`src/rtl/kte_pkg.sv`:
```
`timescale 1ns / 1ps
// ----------------------------------------------------------------------------
// kte_pkg
// Shared types, constants and the key table for the multi-tap text entry.
// ----------------------------------------------------------------------------
package kte_pkg;

  localparam int TIME_BITS = 32;
  localparam int KEY_W     = 5;
  localparam int CHAR_W    = 8;
  localparam int TAP_W     = 3;
  localparam int CFG_IDX_W = 1;
  localparam int CFG_W     = 32;

  localparam logic [KEY_W-1:0] KEY_NONE = '0;
  localparam logic [KEY_W-1:0] KEY_LAST = KEY_W'(16);

  localparam logic [CFG_W-1:0] COMMIT_INTERVAL_RST = CFG_W'(250000);

  typedef enum logic [CFG_IDX_W-1:0] {
    REG_ALPHA_MODE      = 1'b0,
    REG_COMMIT_INTERVAL = 1'b1
  } kte_reg_t;

  typedef enum logic [1:0] {
    KIND_TAP   = 2'd0,
    KIND_FIXED = 2'd1,
    KIND_NOW   = 2'd2
  } kte_kind_t;

  typedef struct packed {
    logic [CHAR_W-1:0]   raw;
    kte_kind_t           kind;
    logic [TAP_W-1:0]    count;
    logic [5*CHAR_W-1:0] list;
  } kte_key_t;

  typedef struct packed {
    logic [KEY_W-1:0]     prev_key;
    logic [TAP_W-1:0]     tap_count;
    logic [CHAR_W-1:0]    pending_char;
    logic [TIME_BITS-1:0] press_time;
    logic                 locked_out;
  } kte_state_t;

  localparam kte_state_t STATE_RST = '{
    prev_key:     KEY_NONE,
    tap_count:    '0,
    pending_char: '0,
    press_time:   '0,
    locked_out:   1'b1
  };

  // list holds entries packed low byte first
  function automatic kte_key_t key_info(input logic [KEY_W-1:0] k);
    kte_key_t d;
    d = '{raw: 8'h00, kind: KIND_NOW, count: 3'd0, list: '0};
    case (k)
      5'd1:  d = '{raw: "1", kind: KIND_TAP,   count: 3'd4, list: {8'h00, "1", "?", ",", "."}};
      5'd2:  d = '{raw: "2", kind: KIND_TAP,   count: 3'd4, list: {8'h00, "2", "c", "b", "a"}};
      5'd3:  d = '{raw: "3", kind: KIND_TAP,   count: 3'd4, list: {8'h00, "3", "f", "e", "d"}};
      5'd4:  d = '{raw: "<", kind: KIND_NOW,   count: 3'd0, list: '0};
      5'd5:  d = '{raw: "4", kind: KIND_TAP,   count: 3'd4, list: {8'h00, "4", "i", "h", "g"}};
      5'd6:  d = '{raw: "5", kind: KIND_TAP,   count: 3'd4, list: {8'h00, "5", "l", "k", "j"}};
      5'd7:  d = '{raw: "6", kind: KIND_TAP,   count: 3'd4, list: {8'h00, "6", "o", "n", "m"}};
      5'd8:  d = '{raw: "-", kind: KIND_NOW,   count: 3'd0, list: '0};
      5'd9:  d = '{raw: "7", kind: KIND_TAP,   count: 3'd5, list: {"7", "s", "r", "q", "p"}};
      5'd10: d = '{raw: "8", kind: KIND_TAP,   count: 3'd4, list: {8'h00, "8", "v", "u", "t"}};
      5'd11: d = '{raw: "9", kind: KIND_TAP,   count: 3'd5, list: {"9", "z", "y", "x", "w"}};
      5'd12: d = '{raw: "+", kind: KIND_NOW,   count: 3'd0, list: '0};
      5'd13: d = '{raw: "*", kind: KIND_FIXED, count: 3'd1, list: {32'h0, "*"}};
      5'd14: d = '{raw: "0", kind: KIND_TAP,   count: 3'd2, list: {24'h0, "0", " "}};
      5'd15: d = '{raw: "#", kind: KIND_FIXED, count: 3'd1, list: {32'h0, "#"}};
      5'd16: d = '{raw: ">", kind: KIND_NOW,   count: 3'd0, list: '0};
      default: d = '{raw: 8'h00, kind: KIND_NOW, count: 3'd0, list: '0};
    endcase
    return d;
  endfunction

  function automatic logic [CHAR_W-1:0] pick_letter(input logic [5*CHAR_W-1:0] list,
                                                    input logic [TAP_W-1:0] idx);
    logic [CHAR_W-1:0] c;
    case (idx)
      3'd0:    c = list[0*CHAR_W +: CHAR_W];
      3'd1:    c = list[1*CHAR_W +: CHAR_W];
      3'd2:    c = list[2*CHAR_W +: CHAR_W];
      3'd3:    c = list[3*CHAR_W +: CHAR_W];
      3'd4:    c = list[4*CHAR_W +: CHAR_W];
      default: c = '0;
    endcase
    return c;
  endfunction

endpackage

```
`src/rtl/kte_step.sv`:
```
`timescale 1ns / 1ps
// ----------------------------------------------------------------------------
// kte_step
// Per-poll decode: key lookup, tap cycling and commit timeout check.
// ----------------------------------------------------------------------------
module kte_step (
  input  logic [kte_pkg::KEY_W-1:0]     key_index,
  input  logic [kte_pkg::CFG_W-1:0]     now_us,
  input  logic                          alpha_mode,
  input  logic [kte_pkg::CFG_W-1:0]     commit_interval,
  input  kte_pkg::kte_state_t           state_cur,
  output kte_pkg::kte_state_t           state_nxt,
  output logic [kte_pkg::CHAR_W-1:0]    char_out
);
  import kte_pkg::*;

  localparam int CMP_W = (TIME_BITS > CFG_W) ? TIME_BITS : CFG_W;

  logic [KEY_W-1:0]     key;
  kte_key_t             desc;
  logic [TIME_BITS-1:0] now_t;
  logic [TIME_BITS-1:0] elapsed;
  logic [TAP_W-1:0]     tap;
  logic                 done;

  assign key   = (key_index > KEY_LAST) ? KEY_NONE : key_index;
  assign desc  = key_info(key);
  assign now_t = TIME_BITS'(now_us);

  always_comb begin
    state_nxt = state_cur;
    char_out  = '0;
    done      = 1'b0;
    tap       = '0;
    elapsed   = '0;
    if (!alpha_mode) begin
      char_out = desc.raw;
    end else begin
      if (key != KEY_NONE) begin
        tap = (key != state_cur.prev_key) ? '0 : state_cur.tap_count;
        state_nxt.prev_key   = key;
        state_nxt.press_time = now_t;
        state_nxt.locked_out = 1'b0;
        case (desc.kind)
          KIND_TAP: begin
            tap = (tap < desc.count) ? tap + 3'd1 : 3'd1;
            state_nxt.tap_count    = tap;
            state_nxt.pending_char = pick_letter(desc.list, tap - 3'd1);
          end
          KIND_FIXED: begin
            state_nxt.tap_count    = tap;
            state_nxt.pending_char = pick_letter(desc.list, 3'd0);
          end
          default: begin
            state_nxt.pending_char = desc.raw;
            state_nxt.prev_key     = KEY_NONE;
            state_nxt.tap_count    = '0;
            state_nxt.locked_out   = 1'b1;
            char_out               = desc.raw;
            done                   = 1'b1;
          end
        endcase
      end
      elapsed = now_t - state_nxt.press_time;
      if (!done && !state_nxt.locked_out &&
          (CMP_W'(elapsed) >= CMP_W'(commit_interval))) begin
        state_nxt.prev_key   = KEY_NONE;
        state_nxt.tap_count  = '0;
        state_nxt.locked_out = 1'b1;
        char_out             = state_nxt.pending_char;
      end
    end
  end

endmodule

```
`src/rtl/multitap_keypad_text_entry_top.sv`:
```
`timescale 1ns / 1ps
// Path: an accepted poll is held in the input register, then its result in the result register.
// Throughput: one poll per cycle; the key step is a single registered pass.
// Both registers stall only when the result register is full and not taken.
// Reset (rst_n low, synchronous): empties both stages, clears the entry state,
// sets pass-through mode and a commit interval of 250000 us.
// ----------------------------------------------------------------------------
// multitap_keypad_text_entry_top
// Multi-tap text entry from 4x4 keypad polls, valid/ready on all channels.
// ----------------------------------------------------------------------------
module multitap_keypad_text_entry_top (
  input  logic                             clk,
  input  logic                             rst_n,
  input  logic                             in_valid,
  output logic                             in_ready,
  input  logic [kte_pkg::KEY_W-1:0]        in_key_index,
  input  logic [kte_pkg::CFG_W-1:0]        in_now_us,
  output logic                             out_valid,
  input  logic                             out_ready,
  output logic [kte_pkg::CHAR_W-1:0]       out_char_out,
  input  logic                             cfg_valid,
  output logic                             cfg_ready,
  input  logic [kte_pkg::CFG_IDX_W-1:0]    cfg_index,
  input  logic [kte_pkg::CFG_W-1:0]        cfg_data
);
  import kte_pkg::*;

  logic                 alpha_r;
  logic [CFG_W-1:0]     interval_r;
  logic                 in_valid_r;
  logic [KEY_W-1:0]     key_r;
  logic [CFG_W-1:0]     now_r;
  kte_state_t           state_r;
  kte_state_t           state_nxt;
  logic                 out_valid_r;
  logic [CHAR_W-1:0]    char_r;
  logic [CHAR_W-1:0]    char_nxt;
  logic                 advance;
  logic                 process;

  assign advance   = out_ready || !out_valid_r;
  assign process   = in_valid_r && advance;
  assign in_ready  = !in_valid_r || advance;
  assign cfg_ready = 1'b1;

  assign out_valid    = out_valid_r;
  assign out_char_out = char_r;

  always_ff @(posedge clk) begin
    if (!rst_n) begin
      alpha_r    <= 1'b0;
      interval_r <= COMMIT_INTERVAL_RST;
    end else if (cfg_valid && cfg_ready) begin
      case (kte_reg_t'(cfg_index))
        REG_ALPHA_MODE:      alpha_r    <= cfg_data[0];
        REG_COMMIT_INTERVAL: interval_r <= cfg_data;
        default: ;
      endcase
    end
  end

  always_ff @(posedge clk) begin
    if (!rst_n) begin
      in_valid_r <= 1'b0;
    end else if (in_ready) begin
      in_valid_r <= in_valid;
    end
  end

  always_ff @(posedge clk) begin
    if (in_valid && in_ready) begin
      key_r <= in_key_index;
      now_r <= in_now_us;
    end
  end

  kte_step u_step (
    .key_index       (key_r),
    .now_us          (now_r),
    .alpha_mode      (alpha_r),
    .commit_interval (interval_r),
    .state_cur       (state_r),
    .state_nxt       (state_nxt),
    .char_out        (char_nxt)
  );

  always_ff @(posedge clk) begin
    if (!rst_n) begin
      state_r <= STATE_RST;
    end else if (process) begin
      state_r <= state_nxt;
    end
  end

  always_ff @(posedge clk) begin
    if (!rst_n) begin
      out_valid_r <= 1'b0;
    end else if (advance) begin
      out_valid_r <= in_valid_r;
    end
  end

  always_ff @(posedge clk) begin
    if (process) begin
      char_r <= char_nxt;
    end
  end

  a_locked_clean: assert property (@(posedge clk) disable iff (!rst_n)
    state_r.locked_out |-> (state_r.prev_key == KEY_NONE && state_r.tap_count == '0))
    else $error("locked state carries a key or tap count");

  a_prev_key_range: assert property (@(posedge clk) disable iff (!rst_n)
    state_r.prev_key <= KEY_LAST)
    else $error("previous key out of range");

  a_pass_through_hold: assert property (@(posedge clk) disable iff (!rst_n)
    (process && !alpha_r) |=> $stable(state_r))
    else $error("pass-through poll changed entry state");

  a_accept_loads: assert property (@(posedge clk) disable iff (!rst_n)
    (in_valid && in_ready) |=> in_valid_r)
    else $error("accepted transaction not held in input stage");

  a_result_follows: assert property (@(posedge clk) disable iff (!rst_n)
    process |=> out_valid_r)
    else $error("processed poll produced no result");

endmodule

```
`config.mk`:
```
export PLATFORM = sky130hd
export DESIGN_NAME = multitap_keypad_text_entry_top
export DESIGN_NICKNAME = d
export VERILOG_FILES = /design/src/rtl/kte_pkg.sv /design/src/rtl/kte_step.sv /design/src/rtl/multitap_keypad_text_entry_top.sv
export SDC_FILE = /design/constraint.sdc
export NUM_CORES = 1
export LEC_CHECK = 0
export BUFFER_PORTS_ARGS = -buffer_cell sky130_fd_sc_hd__clkbuf_2
export CAP_MARGIN = 15
export CORE_MARGIN = 3
export CORE_UTILIZATION = 45
export DETAILED_ROUTE_END_ITERATION = 8
export GPL_TIMING_DRIVEN = 0
export SKIP_CTS_REPAIR_TIMING = 1
export SLEW_MARGIN = 20
export SYNTH_ARGS = -nofsm -noshare
export SYNTH_HDL_FRONTEND = slang
export SYNTH_SLANG_ARGS = --single-unit
```
`constraint.sdc`:
```
create_clock -name clk -period 8.1 [get_ports clk]
set_input_delay 0.405 -clock clk [delete_from_list [all_inputs] [get_ports clk]]
set_output_delay 0.405 -clock clk [all_outputs]
set_load 0.1 [all_outputs]
```
# After elaboration in Yosys (flattened, before gate mapping)
# Memories as Yosys holds them, arrays and structs flattened.
# Cells that the tools add are included.
# classes
n_eq_ne	7
shifts	0
magnitude_cmp	3
muxes	17
n_mul	0
reduce_logical	18
bitwise_logic	1
add_sub_neg	3
div_mod_pow	0
# op_table
op	count
49-bit two-way mux	2
8-bit two-way mux	5
8-bit case mux with 5 select lines	1
32-bit greater-or-equal comparator	1
32-bit subtractor	1
11-bit case mux with 2 select lines	1
5-bit two-way mux	2
3-bit by 2-bit == test with 1-bit output, second input constant	2
3-bit two-way mux	2
2-bit AND reduction	3
5-bit greater-than comparator, second input constant	1
5-bit != test	1
5-bit nonzero test	1
1-bit logical AND	4
1-bit zero test	4
1-bit two-way mux	4
3-bit by 1-bit adder with 3-bit output, second input constant	1
3-bit by 1-bit == test with 1-bit output, second input constant	1
3-bit == test, second input constant	1
3-bit zero test	1
3-bit less-than comparator	1
3-bit by 1-bit != test with 1-bit output, second input constant	1
3-bit AND reduction	1
3-bit by 1-bit subtractor with 3-bit output, second input constant	1
5 further kinds	6
# word_totals
regBits	129
rom_bits	1440
in_bits	75
latch_bits	0
n_memories	1
out_inout_bits	11
mem_bits_rw	0
# mem_list
name	words	width	rd	rd_clocked_by_memory_dff	write_ports	line_no	source
(no name shown)	32	45	1	0	0	kte_pkg.sv:58	case (k)

# Depth between registers and ports, before layout
# depth
ltp_word	17
ltp_mapped	32

# By module
# Synthesis repeated with hierarchy kept, for this count alone.
# hier_totals
hier_cells	1105
area_unflattened_um2	9370.2
# by_module_without_submodules
module	cells_each	n_inst	area_per_inst_um2	seq_area_each_um2
kte_step	691	1	4762.1	0.0
multitap_keypad_text_entry_top	414	1	4608.2	3032.9

# Worst setup path before layout
# No wires, ideal clock.
# synth_timing
kind	flip-flop to flip-flop
startpoint	register key_r[4]
endpoint	register state_r[43] (netlist bit)
arrival_time_ps	6222
path_stages_with_launch	31
required_time_ps	7983
setup_time_ps	117
synth_period_minus_slack_ps	6339
path_slack_ps	1761
cell_sequence	edfxtp_1 > buf_2 > clkbuf_1 > nor2b_1 > inv_1 > ha_1 > inv_1 > a211o_1 > buf_2 > buf_1 > buf_1 > mux2i_1 > ha_1 > o21ai_0 > nand2b_1 > a21o_1 > a21oi_1 > o21ai_0 > and2_1 > a2111oi_0 > nor2_1 > xnor2_1 > ha_1 > nand4_1 > nor2_1 > and3_1 > nand4_1 > o21a_1 > o311ai_0 > o21ai_0 > a22o_1
# synth_between
elab_chain_cells	13
# synth_lines
item	line_no	source
start, declared	multitap_keypad_text_entry_top.sv:31	logic [KEY_W-1:0] key_r;
start signal, assigned	multitap_keypad_text_entry_top.sv:72	key_r <= in_key_index;
5-bit greater-than comparator	kte_step.sv:26	assign key = (key_index > KEY_LAST) ? KEY_NONE : key_index;
5-bit two-way mux (*)	kte_step.sv:26	
branches (longest 11 deep; another with 32-bit subtractor)	--	
end signal, assigned	multitap_keypad_text_entry_top.sv:91	state_r <= state_nxt;
end, declared	multitap_keypad_text_entry_top.sv:33	kte_state_t state_r;
# Every way passes the cells marked *. The select of a mux whose other input is x is not followed.
# A chain may end at the register's enable or synchronous reset.

# Worst setup path after layout
# Ends and elaborated chain as after synthesis.

==> results.ini <==
[cells_and_area]
drive_above_1_share=0.132
regArea_um2=3030
fill_cells=1877
area_delta_synth_final_pct=15.4
diodes=0
multi_input_area_um2=5560
layout.nets=1317

[sta]
fmax_mhz=133
rsz0062_at_grt=false
min_period_ns=7.52
slew_viol_final=0
setup_viol=0
slew-limit-headroom=0.498
skew_ns=0.0145
fin_crit_sh=0.929
hold_violations=0
tightest_slew_ns=0.753
timing.final.ws_setup_ns=0.577

[die]
die_h_um=147
placeableCoreArea_um2=19500
die_area_um2=21700
rows=51
initial_core_util=0.460
ioPinCount=86
die_w_um=147

[worst_setup_path]
cp_data_arrival_time_ns=7.83
crit_type=flop to flop
worstReg2RegEnd=state_r[43]
worst-r2r-cell-count=30
reg2reg_slack_ns=0.58
worstPathMaxFanout=10
worst_path_most_repeated_cell=ha_1
worst_path_max_delay_cell=clkbuf_2
cp_num_buf_inv=7
cp_data_required_time_ns=8.41
crit_path_max_incr_delay_ns=0.43
cp_top_family=compound AO/OA/AOI/OAI gates
cp.depth=30
crit_path_end_kind=flop
r2r_start=key_r[4]
start_kind=flop

[synthesis]
ys_types=82
syn_inst=1068
netlist_area_um2=8980
synth_common_cells=180 x nand2_1, 84 x dfxtp_1, 70 x ha_1
synth_top_area_frac=0.187
synth_most_common_cell=nand2_1
ys_warn_count=0
synth_edf_count=45
yosys-top-cells-area=dfxtp_1 19%, edfxtp_1 15%, ha_1 9.8%, nand2_1 7.5%, a21boi_0 4.8%
ys_seq_area_frac=0.338
ys_seq_elements=129
synth_area_per_cell_um2=8.41
synthFlopType=dfxtp_1
synth_top_area_cell=dfxtp_1
synth.net_count=1213
async_reset_ff_frac=0

[power_and_ir_drop]
p_per_area_nw_per_um2=190
peakVddDrop_mv=0.147
total_power_uw=1960
p_leak_uw=0.00416

[place]
detailed_place_hpwl_um=19400
gp_congestion=0.962
dp_slack_ns=-0.604
port-buffer-count=84

[clock_tree]
cts_num_sinks=129
cts_buffers=17
cts_max_path_buffers=2
cts_root_buf=clkbuf_16
path_clk_slew_ns=0.06
h-tree-depth=4
cts_tree=yes
insertion_delay_ns=0.43

[hold_path]
holdPathEnd=now_r[14]
min_from=in_now_us[14]
hold_path_class=input port to flop
hold_depth=1

[global_routing]
antenna_found_initial=1
grt_max_degree=31
grt_pass1_wl_um=40500
grt_pass1_vias=7612
grtUsageTotal=0.234
grt_overflow=0

[routing]
firstDrtPassIters=7
routed_wl_um=25100
ant_nets=0
viasPerCell=5.53
via_count=8020
drt_iter0_drc=671
drc=0
wl_per_cell_um=17.3

[job]
maxCapViolCount=0

[outcome]
status=finished, final reports clean

-- layout by cell type, fill, tap and decap left out, types with 10 or more instances in the layout --
cell type,n
clkbuf_2,88
inv_1,52
nor2b_1,20
dfxtp_1,84
ha_1,70
nor2_1,62
nand2_1,180
xnor2_1,21
a31oi_1,12
nand4_1,16
nor3_1,11
and2_1,15
mux2i_1,36
clkbuf_1,33
a21oi_1,64
a21boi_0,58
a21o_1,22
and3_1,11
o211ai_1,14
nand3_1,22
xor2_1,10
edfxtp_1,45
nand2b_1,18
clkbuf_16,17
o21ai_0,49
-- worst max-delay path by stage --
stage | startpoint | end | slack, ns
floorplan | key_r[4] | state_r[43] | 1.76
global placement | key_r[4] | state_r[43] | -0.54
detailed placement | key_r[4] | state_r[43] | -0.60
CTS | key_r[4] | state_r[43] | -0.65
global route | key_r[4] | state_r[43] | 0.004
finish | key_r[4] | state_r[43] | 0.58
-- flip-flops by register name, indices dropped and copies added, names as in the netlist --
register / flops
out_valid: 1
state_r: 49
interval_r: 32
out_char_out: 8
key_r: 5
now_r: 32
in_valid_r: 1
alpha_r: 1
-- cell type report --
type	count	share of cell area
clock inverter	14	0.0135
inverter	53	0.0194
tap	265	0.0320
multi-input combinational	833	0.536
sequential	129	0.293
clock buffer	18	0.0414
buffer	53	0.0228
timing repair buffer	85	0.0425
-- metrics by stage --
step | utilization | instances | hold WS, ns | area (µm²) | setup TNS [ns]
floorplan | - | 1068 | 0.434 | 8980 | 0
global placement | 0.499 | 1417 | 0.450 | 9730 | -2.74
detailed placement | 0.500 | 1418 | 0.447 | 9760 | -3.20
CTS | 0.529 | 1450 | 0.131 | 10300 | -3.89
global route | 0.531 | 1450 | 0.135 | 10400 | 0
finish | 0.531 | 1450 | 0.147 | 10400 | 0
-- report_power, final --
| part | internal, µW | leakage (µW) | total, µW | switching, µW |
|---|---|---|---|---|
| combinational | 201 | 0.00277 | 505 | 304 |
| clock | 451 | 0.000272 | 748 | 297 |
| sequential | 697 | 0.00112 | 712 | 14.9 |
| total | 1350 | 0.00416 | 1960 | 616 |
-- cells by family after synthesis --
| group | Yosys count | synth area share |
|---|---|---|
| compound gates | 307 | 0.239 |
| xor+xnor | 32 | 0.0320 |
| fa+ha+maj | 72 | 0.0997 |
| buf+inv | 106 | 0.0478 |
| flops | 129 | 0.338 |
| mux | 36 | 0.0401 |
| other cells | 1 | 0.000417 |
| simple gates | 385 | 0.203 |
-- worst reg2reg max path, delay by kind of cell (launching register included) --
kind,cells,cell delay (ns)
muxes,1,0.14
adders and majority gates,3,0.86
DFF,1,0.36
buffers and inverters,7,1.86
and+or+nand+nor,8,1.30
AOI/OAI and AO/OA,10,2.80
xor gates and xnor gates,1,0.10
-- routing by layer --
layer,track usage,share of wire,vias to the layer above
met3,0.0386,0.050,26
met4,0.0531,0.013,0
met5,0,0,-
met1,0.336,0.49,3723
li1,-,-,4041
met2,0.374,0.45,230
Power figures use the tool's default switching activity.
